**config.mk**
```make
export PLATFORM = sky130hd
export DESIGN_NAME = gregorian_date_midpoint_unit
export DESIGN_NICKNAME = d
export VERILOG_FILES = /design/src/rtl/gdm_pkg.sv /design/src/rtl/gdm_seq.sv /design/src/rtl/gregorian_date_midpoint_unit.sv
export VERILOG_INCLUDE_DIRS = /design/src /design/src/rtl
export SDC_FILE = /design/constraint.sdc
export NUM_CORES = 1
export LEC_CHECK = 0
export BUFFER_PORTS_ARGS = -buffer_cell sky130_fd_sc_hd__buf_2
export CAP_MARGIN = 0
export CORE_MARGIN = 2
export CORE_UTILIZATION = 35
export DETAILED_ROUTE_END_ITERATION = 6
export PLACE_DENSITY = 0.56
export SETUP_SLACK_MARGIN = 0.02
export SKIP_LAST_GASP = 1
export SLEW_MARGIN = 20
export SYNTH_ARGS = -nofsm -noshare
export SYNTH_HDL_FRONTEND = slang
export SYNTH_HIERARCHICAL = 1
export SYNTH_SLANG_ARGS = --single-unit
```
**constraint.sdc**
```tcl
create_clock -name clk -period 15.69 [get_ports clk]
set_input_delay 1.569 -clock clk [delete_from_list [all_inputs] [get_ports clk]]
set_output_delay 1.569 -clock clk [all_outputs]
set_load 0.05 [all_outputs]
```
**src/rtl/assert_macros.svh**
```systemverilog
// ----------------------------------------------------------------------------
// Assertion macros
// Shared concurrent assertion forms for the date midpoint RTL.
// ----------------------------------------------------------------------------
`ifndef ASSERT_MACROS_SVH
`define ASSERT_MACROS_SVH

// Same-cycle implication, disabled while reset is asserted.
`define ASSERT_IMPL(label, clk, rst_n, ante, cons) \
    label: assert property (@(posedge clk) disable iff (!rst_n) (ante) |-> (cons)) \
        else $error("same-cycle implication failed");

// Next-cycle implication, disabled while reset is asserted.
`define ASSERT_NEXT(label, clk, rst_n, ante, cons) \
    label: assert property (@(posedge clk) disable iff (!rst_n) (ante) |=> (cons)) \
        else $error("next-cycle implication failed");

`endif

```
**src/rtl/gdm_pkg.sv**
```systemverilog
// ----------------------------------------------------------------------------
// gdm_pkg
// Types, opcodes and calendar helpers shared by the date midpoint unit.
// ----------------------------------------------------------------------------
`default_nettype none

package gdm_pkg;

    localparam int SER_W = 22;
    localparam int PC_W  = 5;

    localparam logic [15:0] MAX_YEAR  = 16'd9999;
    localparam logic [8:0]  DAYS_YEAR = 9'd365;

    // Datapath operations
    localparam logic [3:0] OP_NOP    = 4'd0;
    localparam logic [3:0] OP_LOAD   = 4'd1;
    localparam logic [3:0] OP_SETYR  = 4'd2;
    localparam logic [3:0] OP_BASE   = 4'd3;
    localparam logic [3:0] OP_MODS   = 4'd4;
    localparam logic [3:0] OP_DOY    = 4'd5;
    localparam logic [3:0] OP_DIFF   = 4'd6;
    localparam logic [3:0] OP_HALF   = 4'd7;
    localparam logic [3:0] OP_YSTEP  = 4'd8;
    localparam logic [3:0] OP_MINIT  = 4'd9;
    localparam logic [3:0] OP_MSTEP  = 4'd10;
    localparam logic [3:0] OP_OUT    = 4'd11;
    localparam logic [3:0] OP_ERROUT = 4'd12;

    // Sequencer branch conditions
    localparam logic [2:0] C_NEXT     = 3'd0;
    localparam logic [2:0] C_JUMP     = 3'd1;
    localparam logic [2:0] C_BAD      = 3'd2;
    localparam logic [2:0] C_LOOP     = 3'd3;
    localparam logic [2:0] C_HOLD_IN  = 3'd4;
    localparam logic [2:0] C_HOLD_OUT = 3'd5;

    typedef struct packed {
        logic [3:0]      op;
        logic            sel;     // 0 selects the start date, 1 the end date
        logic [2:0]      cond;
        logic [PC_W-1:0] target;
    } ctrl_word_t;

    typedef struct packed {
        logic in_go;
        logic bad;
        logic more;
        logic out_go;
    } seq_status_t;

    // Floor of v / 25 by reciprocal multiply; the estimate is low by at most one.
    function automatic logic [11:0] div25(input logic [15:0] v);
        logic [28:0] prod;
        logic [11:0] q;
        logic [15:0] r;
        prod = 29'(v) * 29'd5242;
        q    = prod[28:17];
        r    = v - 16'(q) * 16'd25;
        if (r >= 16'd25)
            q = q + 12'd1;
        return q;
    endfunction

    function automatic logic [8:0] days_before(input logic [3:0] m);
        logic [8:0] d;
        case (m)
            4'd1:    d = 9'd0;
            4'd2:    d = 9'd31;
            4'd3:    d = 9'd59;
            4'd4:    d = 9'd90;
            4'd5:    d = 9'd120;
            4'd6:    d = 9'd151;
            4'd7:    d = 9'd181;
            4'd8:    d = 9'd212;
            4'd9:    d = 9'd243;
            4'd10:   d = 9'd273;
            4'd11:   d = 9'd304;
            4'd12:   d = 9'd334;
            default: d = 9'd0;
        endcase
        return d;
    endfunction

    function automatic logic [4:0] month_days(input logic [3:0] m, input logic leap);
        logic [4:0] d;
        case (m)
            4'd2:                         d = leap ? 5'd29 : 5'd28;
            4'd4, 4'd6, 4'd9, 4'd11:      d = 5'd30;
            4'd1, 4'd3, 4'd5, 4'd7, 4'd8,
            4'd10, 4'd12:                 d = 5'd31;
            default:                      d = 5'd0;
        endcase
        return d;
    endfunction

endpackage

`default_nettype wire

```
**src/rtl/gdm_seq.sv**
```systemverilog
// ----------------------------------------------------------------------------
// gdm_seq
// Microcode sequencer: step counter, control store and branch logic.
// ----------------------------------------------------------------------------
`default_nettype none

module gdm_seq (
    input  logic                     clk,
    input  logic                     rst_n,
    input  gdm_pkg::seq_status_t     status,
    output gdm_pkg::ctrl_word_t      cw
);
    import gdm_pkg::*;

    localparam logic [PC_W-1:0] PC_WAIT  = 5'd0;
    localparam logic [PC_W-1:0] PC_YLOOP = 5'd17;
    localparam logic [PC_W-1:0] PC_MLOOP = 5'd19;
    localparam logic [PC_W-1:0] PC_ERR   = 5'd21;

    logic [PC_W-1:0] pc_reg;
    logic [PC_W-1:0] pc_next;
    logic [PC_W-1:0] pc_inc;

    function automatic ctrl_word_t mk(input logic [3:0] op, input logic sel,
                                      input logic [2:0] cond,
                                      input logic [PC_W-1:0] target);
        ctrl_word_t w;
        w.op     = op;
        w.sel    = sel;
        w.cond   = cond;
        w.target = target;
        return w;
    endfunction

    // Each date takes six steps: base serial of the previous year, then the
    // day of year with the leap test taken from the mod counters.
    function automatic ctrl_word_t rom(input logic [PC_W-1:0] pc);
        ctrl_word_t w;
        unique case (pc)
            5'd0:    w = mk(OP_LOAD,   1'b0, C_HOLD_IN,  PC_WAIT);
            5'd1:    w = mk(OP_SETYR,  1'b0, C_NEXT,     PC_WAIT);
            5'd2:    w = mk(OP_NOP,    1'b0, C_NEXT,     PC_WAIT);
            5'd3:    w = mk(OP_BASE,   1'b0, C_NEXT,     PC_WAIT);
            5'd4:    w = mk(OP_NOP,    1'b0, C_NEXT,     PC_WAIT);
            5'd5:    w = mk(OP_MODS,   1'b0, C_NEXT,     PC_WAIT);
            5'd6:    w = mk(OP_DOY,    1'b0, C_NEXT,     PC_WAIT);
            5'd7:    w = mk(OP_SETYR,  1'b1, C_NEXT,     PC_WAIT);
            5'd8:    w = mk(OP_NOP,    1'b1, C_NEXT,     PC_WAIT);
            5'd9:    w = mk(OP_BASE,   1'b1, C_NEXT,     PC_WAIT);
            5'd10:   w = mk(OP_NOP,    1'b1, C_NEXT,     PC_WAIT);
            5'd11:   w = mk(OP_MODS,   1'b1, C_NEXT,     PC_WAIT);
            5'd12:   w = mk(OP_DOY,    1'b1, C_NEXT,     PC_WAIT);
            5'd13:   w = mk(OP_DIFF,   1'b0, C_BAD,      PC_ERR);
            5'd14:   w = mk(OP_HALF,   1'b0, C_NEXT,     PC_WAIT);
            5'd15:   w = mk(OP_NOP,    1'b0, C_NEXT,     PC_WAIT);
            5'd16:   w = mk(OP_MODS,   1'b0, C_NEXT,     PC_WAIT);
            5'd17:   w = mk(OP_YSTEP,  1'b0, C_LOOP,     PC_YLOOP);
            5'd18:   w = mk(OP_MINIT,  1'b0, C_NEXT,     PC_WAIT);
            5'd19:   w = mk(OP_MSTEP,  1'b0, C_LOOP,     PC_MLOOP);
            5'd20:   w = mk(OP_OUT,    1'b0, C_HOLD_OUT, PC_WAIT);
            5'd21:   w = mk(OP_ERROUT, 1'b0, C_HOLD_OUT, PC_WAIT);
            default: w = mk(OP_NOP,    1'b0, C_JUMP,     PC_WAIT);
        endcase
        return w;
    endfunction

    assign cw     = rom(pc_reg);
    assign pc_inc = pc_reg + 5'd1;

    always_comb
    begin
        unique case (cw.cond)
            C_NEXT:     pc_next = pc_inc;
            C_JUMP:     pc_next = cw.target;
            C_BAD:      pc_next = status.bad ? cw.target : pc_inc;
            C_LOOP:     pc_next = status.more ? cw.target : pc_inc;
            C_HOLD_IN:  pc_next = status.in_go ? pc_inc : pc_reg;
            C_HOLD_OUT: pc_next = status.out_go ? cw.target : pc_reg;
            default:    pc_next = PC_WAIT;
        endcase
    end

    always_ff @(posedge clk or negedge rst_n)
    begin
        if (!rst_n)
            pc_reg <= PC_WAIT;
        else
            pc_reg <= pc_next;
    end

endmodule

`default_nettype wire

```
**src/rtl/gregorian_date_midpoint_unit.sv**
```systemverilog
// Throughput: one word at a time; a new word is taken only once the result of
// the last one has gone into the output register. The year walk steps one
// year per cycle.
// Reset: asynchronous active low; the step counter returns to the wait step
// and the output register empties.
// ----------------------------------------------------------------------------
// gregorian_date_midpoint_unit
// Midpoint of two Gregorian dates with half-day flag, run by a microcoded
// sequencer over a small serial-number and calendar-walk datapath.
// ----------------------------------------------------------------------------
`default_nettype none
`include "assert_macros.svh"

module gregorian_date_midpoint_unit #(
    parameter int YEAR_BITS = 14
) (
    input  logic                                       clk,
    input  logic                                       rst_n,
    input  logic                                       s_axis_tvalid,
    output logic                                       s_axis_tready,
    // start_day, start_month, start_year, end_day, end_month, end_year
    input  logic [((18 + 2 * YEAR_BITS + 7) / 8) * 8 - 1:0] s_axis_tdata,
    output logic                                       m_axis_tvalid,
    input  logic                                       m_axis_tready,
    // mid_day, mid_month, mid_year, half_day, bad_dates
    output logic [((11 + YEAR_BITS + 7) / 8) * 8 - 1:0]     m_axis_tdata
);
    import gdm_pkg::*;

    localparam int YW    = YEAR_BITS;
    localparam int OUT_W = ((11 + YW + 7) / 8) * 8;
    localparam int SM_LO = 5;
    localparam int SY_LO = 9;
    localparam int ED_LO = 9 + YW;
    localparam int EM_LO = 14 + YW;
    localparam int EY_LO = 18 + YW;

    ctrl_word_t  cw;
    seq_status_t st;

    logic [4:0]       sd_reg, ed_reg;
    logic [3:0]       sm_reg, em_reg;
    logic [YW-1:0]    sy_reg, ey_reg;
    logic [YW-1:0]    yr_reg;
    logic [3:0]       mo_reg;
    logic [11:0]      q100_reg, q400_reg;
    logic [1:0]       c4_reg;
    logic [6:0]       c100_reg;
    logic [8:0]       c400_reg;
    logic [SER_W-1:0] acc_reg, sa_reg, sb_reg, diff_reg;
    logic [8:0]       doy_reg;
    logic             bad_reg;

    logic             out_valid_reg;
    logic [4:0]       od_reg;
    logic [3:0]       om_reg;
    logic [YW-1:0]    oy_reg;
    logic             ohalf_reg, obad_reg;

    logic [4:0]       d_sel;
    logic [3:0]       m_sel;
    logic [YW-1:0]    y_sel;
    logic [15:0]      yr16;
    logic [6:0]       m100;
    logic [8:0]       m400;
    logic             leap;
    logic [8:0]       ylen;
    logic [4:0]       mlen;
    logic [8:0]       doy;
    logic             date_bad;
    logic [SER_W-1:0] base_val;
    logic             year_more, month_more;

    gdm_seq u_seq (
        .clk    (clk),
        .rst_n  (rst_n),
        .status (st),
        .cw     (cw)
    );

    assign s_axis_tready = (cw.op == OP_LOAD);
    assign m_axis_tvalid = out_valid_reg;
    assign m_axis_tdata  = OUT_W'({obad_reg, ohalf_reg, oy_reg, om_reg, od_reg});

    assign d_sel = cw.sel ? ed_reg : sd_reg;
    assign m_sel = cw.sel ? em_reg : sm_reg;
    assign y_sel = cw.sel ? ey_reg : sy_reg;
    assign yr16  = 16'(yr_reg);

    assign m100 = 7'(yr16 - 16'(q100_reg) * 16'd100);
    assign m400 = 9'(yr16 - 16'(q400_reg) * 16'd400);

    // The mod counters follow yr_reg, so the leap test needs no divider in the walk.
    assign leap = ((c4_reg == 2'd0) && (c100_reg != 7'd0)) || (c400_reg == 9'd0);
    assign ylen = DAYS_YEAR + 9'(leap);
    assign mlen = month_days(mo_reg, leap);

    assign doy = days_before(m_sel) + 9'((m_sel > 4'd2) && leap) + 9'(d_sel) - 9'd1;
    assign date_bad = (m_sel == 4'd0) || (m_sel > 4'd12) || (yr16 == 16'd0) ||
                      (yr16 > MAX_YEAR) || (d_sel == 5'd0) ||
                      (d_sel > month_days(m_sel, leap));

    // Days before January 1 of year yr_reg + 1, with yr_reg holding the previous year.
    assign base_val = SER_W'(yr16) * SER_W'(DAYS_YEAR) + SER_W'(yr16 >> 2)
                      - SER_W'(q100_reg) + SER_W'(q400_reg);

    assign year_more  = (acc_reg >= SER_W'(ylen));
    assign month_more = (mo_reg < 4'd12) && (acc_reg >= SER_W'(mlen));

    assign st.in_go  = s_axis_tvalid && s_axis_tready;
    assign st.bad    = bad_reg || (sb_reg < sa_reg);
    assign st.more   = (cw.op == OP_YSTEP) ? year_more : month_more;
    assign st.out_go = !out_valid_reg || m_axis_tready;

    always_ff @(posedge clk)
    begin
        q100_reg <= div25(yr16 >> 2);
        q400_reg <= div25(yr16 >> 4);
        unique case (cw.op)
            OP_LOAD:
            begin
                if (st.in_go)
                begin
                    sd_reg  <= s_axis_tdata[4:0];
                    sm_reg  <= s_axis_tdata[SM_LO +: 4];
                    sy_reg  <= s_axis_tdata[SY_LO +: YW];
                    ed_reg  <= s_axis_tdata[ED_LO +: 5];
                    em_reg  <= s_axis_tdata[EM_LO +: 4];
                    ey_reg  <= s_axis_tdata[EY_LO +: YW];
                    bad_reg <= 1'b0;
                end
            end
            OP_SETYR:
                yr_reg <= y_sel - YW'(1);
            OP_BASE:
            begin
                acc_reg <= base_val;
                yr_reg  <= y_sel;
            end
            OP_MODS:
            begin
                c4_reg   <= yr_reg[1:0];
                c100_reg <= m100;
                c400_reg <= m400;
            end
            OP_DOY:
            begin
                if (date_bad)
                    bad_reg <= 1'b1;
                if (cw.sel)
                    sb_reg <= acc_reg + SER_W'(doy);
                else
                begin
                    sa_reg  <= acc_reg + SER_W'(doy);
                    doy_reg <= doy;
                end
            end
            OP_DIFF:
                diff_reg <= sb_reg - sa_reg;
            OP_HALF:
            begin
                // Offset of the midpoint from January 1 of the start year.
                acc_reg <= SER_W'(doy_reg) + (diff_reg >> 1);
                yr_reg  <= sy_reg;
            end
            OP_YSTEP:
            begin
                if (year_more)
                begin
                    acc_reg  <= acc_reg - SER_W'(ylen);
                    yr_reg   <= yr_reg + YW'(1);
                    c4_reg   <= c4_reg + 2'd1;
                    c100_reg <= (c100_reg == 7'd99) ? 7'd0 : c100_reg + 7'd1;
                    c400_reg <= (c400_reg == 9'd399) ? 9'd0 : c400_reg + 9'd1;
                end
            end
            OP_MINIT:
                mo_reg <= 4'd1;
            OP_MSTEP:
            begin
                if (month_more)
                begin
                    acc_reg <= acc_reg - SER_W'(mlen);
                    mo_reg  <= mo_reg + 4'd1;
                end
            end
            default:
            begin
            end
        endcase
    end

    always_ff @(posedge clk or negedge rst_n)
    begin
        if (!rst_n)
            out_valid_reg <= 1'b0;
        else if (((cw.op == OP_OUT) || (cw.op == OP_ERROUT)) && st.out_go)
            out_valid_reg <= 1'b1;
        else if (m_axis_tready)
            out_valid_reg <= 1'b0;
    end

    always_ff @(posedge clk)
    begin
        if (st.out_go && (cw.op == OP_OUT))
        begin
            od_reg    <= 5'(acc_reg + SER_W'(1));
            om_reg    <= mo_reg;
            oy_reg    <= yr_reg;
            ohalf_reg <= diff_reg[0];
            obad_reg  <= 1'b0;
        end
        else if (st.out_go && (cw.op == OP_ERROUT))
        begin
            od_reg    <= 5'd0;
            om_reg    <= 4'd0;
            oy_reg    <= '0;
            ohalf_reg <= 1'b0;
            obad_reg  <= 1'b1;
        end
    end

    `ASSERT_IMPL(a_walk_bound, clk, rst_n, cw.op == OP_YSTEP, yr_reg <= ey_reg)
    `ASSERT_IMPL(a_bad_zero, clk, rst_n, out_valid_reg && obad_reg, (od_reg == 5'd0) && (om_reg == 4'd0) && (oy_reg == '0) && !ohalf_reg)
    `ASSERT_IMPL(a_good_range, clk, rst_n, out_valid_reg && !obad_reg, (od_reg != 5'd0) && (om_reg != 4'd0) && (om_reg <= 4'd12))
    `ASSERT_NEXT(a_one_item, clk, rst_n, s_axis_tvalid && s_axis_tready, !s_axis_tready)

endmodule

`default_nettype wire

```
==> metrics <==
n_diodes=0; post-route ant nets=0; Layout area overhead=9.83%; Core Box Area=0.0687 mm²; CP most frequent cell=inv_1; Post-CTS Setup Repair Bufs=0; gpl congestion=0.896; clock slew at reported path FFs=60 ps; minimum clock period=10160 ps; Max Root-Sink Buffers=3; Hold Buf Count CTS=0; nets=3132; Fin Setup TNS=0 ps; Arr. time, crit path=10630 ps; Ys Warns=6; GRT Total Usage=17.6%; first-pass GRT wire length=98400 µm; initial antenna violation count=1; Die Wd=268 µm; CTS sink count=227; slew at the pin closest to its max-slew limit=1210 ps; Startpoint Class=register; Worst Path Required=16150 ps; GR Overflow Total=0; post-CTS sizing=0; share of cells above drive strength 1=7.54%; Hold Violations, Final=0; vias in the first global route=17953; Vias per Instance=5.16; final setup vio count=0; critical-path maximum fanout=11; root buffer selected by CTS=clkbuf_16; mapped cell area=0.0243 mm²; initial core utilization=35.4%; H-tree Lvls=1; CP max stage delay=940 ps; Max-cap violations=0; largest net degree at the start of global routing=50; period utilisation layout=64.8%; drt first-iter violations=1147; CP max-delay cell=edfxtp_1; TritonCTS buffer count=27; violated checks=design-rule violations; Die H=268 µm; HP Class=register to register; CTS tree=built; CP endpoint kind=register; Worst-Skew Late Latency=580 ps; fmax=98.4 MHz; max-slew violations=0; # port buffers=76; Synth Area per Inst=9.87 µm²; Crit path max-delay family=adder cells; Vias=18020; RSZ-0062 raised after global routing=no; crit path buf inv count=7; io pins=86; Std-Cell Rows=96; Die ar.=0.0717 mm²; clk_skew=23.2 ps; post-DP HPWL=50500 µm; status=finished with violations; WL/cell=18.2 µm; DR pass1 iterations=7; WL final=63500 µm; Max-slew headroom=18.8%; DRC violations left=15; Post-Syn Instances=2466; Crit Path Class=register to register
worst paths after layout:
path / startpoint / endpoint / slack [ps] / depth (start not counted)
hold reg to reg: obad_reg / obad_reg / 500 / 2
max in group asynchronous: rst_n / m_axis_tvalid / 14700 / 1
hold / removal: obad_reg / obad_reg / 500 / 2
setup reg to reg: yr_reg[10] / q400_reg[4] / 5530 / 35
setup / recovery: yr_reg[10] / q400_reg[4] / 5530 / 35
min in group asynchronous: rst_n / u_seq/pc_reg[0] / 820 / 1
layout make-up:
type / instances / area [µm²]
clock inverter: 20 / 199
clock buffer: 30 / 687
fill: 6834 / 42000
timing repair buffer: 105 / 598
inverter: 397 / 1490
multi-input combinational: 1779 / 16000
sequential: 227 / 6620
tap: 931 / 1160
routing by layer:
metal  GRT usage (%)  routed length [µm]  vias to the layer above
li1                -                   -                     8686
met1            24.3               29300                     8854
met2            29.0               29700                      406
met3            2.12                2860                       74
met4            4.82                1650                        0
met5               0                   0                        -
worst register-to-register path, delay by kind of cell (launching register included):
| family | cells | cell delay, ps |
|---|---|---|
| buffers and inverters | 7 | 780 |
| AOI/OAI and AO/OA | 7 | 1980 |
| adders and majority gates | 10 | 4200 |
| DFF | 1 | 940 |
| and+or+nand+nor | 8 | 1600 |
| xor gates and xnor gates | 3 | 540 |
layout by cell type, fill, tap and decap left out, drive strengths merged, types with 9 or more instances in the layout:
master,n
xor2,61
a21oi,137
o21bai,22
nand2,114
nor3b,9
o221ai,9
nand3,54
o21a,11
buf,105
nand4,19
a21o,33
mux2i,35
inv,398
xnor2,117
and2,9
fa,172
o22ai,23
clkinv,14
nor2b,26
o21ai,110
dfxtp,17
edfxtp,204
or2,9
ha,371
a21boi,10
nor2,158
or3,16
and3,20
clkbuf,30
a211oi,9
a31oi,14
nor3,41
a222oi,15
nand2b,25
metrics by stage:
| step | instance area [µm²] | hold slack, ps | cells | util, % | setup WS, ps |
|---|---|---|---|---|---|
| finish | 26700 | 503 | 3489 | 38.9 | 5530 |
| global route | 26700 | 531 | 3489 | 38.9 | 4810 |
| CTS | 26700 | 511 | 3489 | 38.9 | 5550 |
| detailed placement | 25900 | 502 | 3439 | 37.6 | 5580 |
| global placement | 25800 | 484 | 3439 | 37.6 | 5600 |
| floorplan | 24400 | 465 | 2472 | - | 6770 |
Power is not shown: default switching activity piles up to over one toggle a cycle in this logic, so the estimate is an artifact.
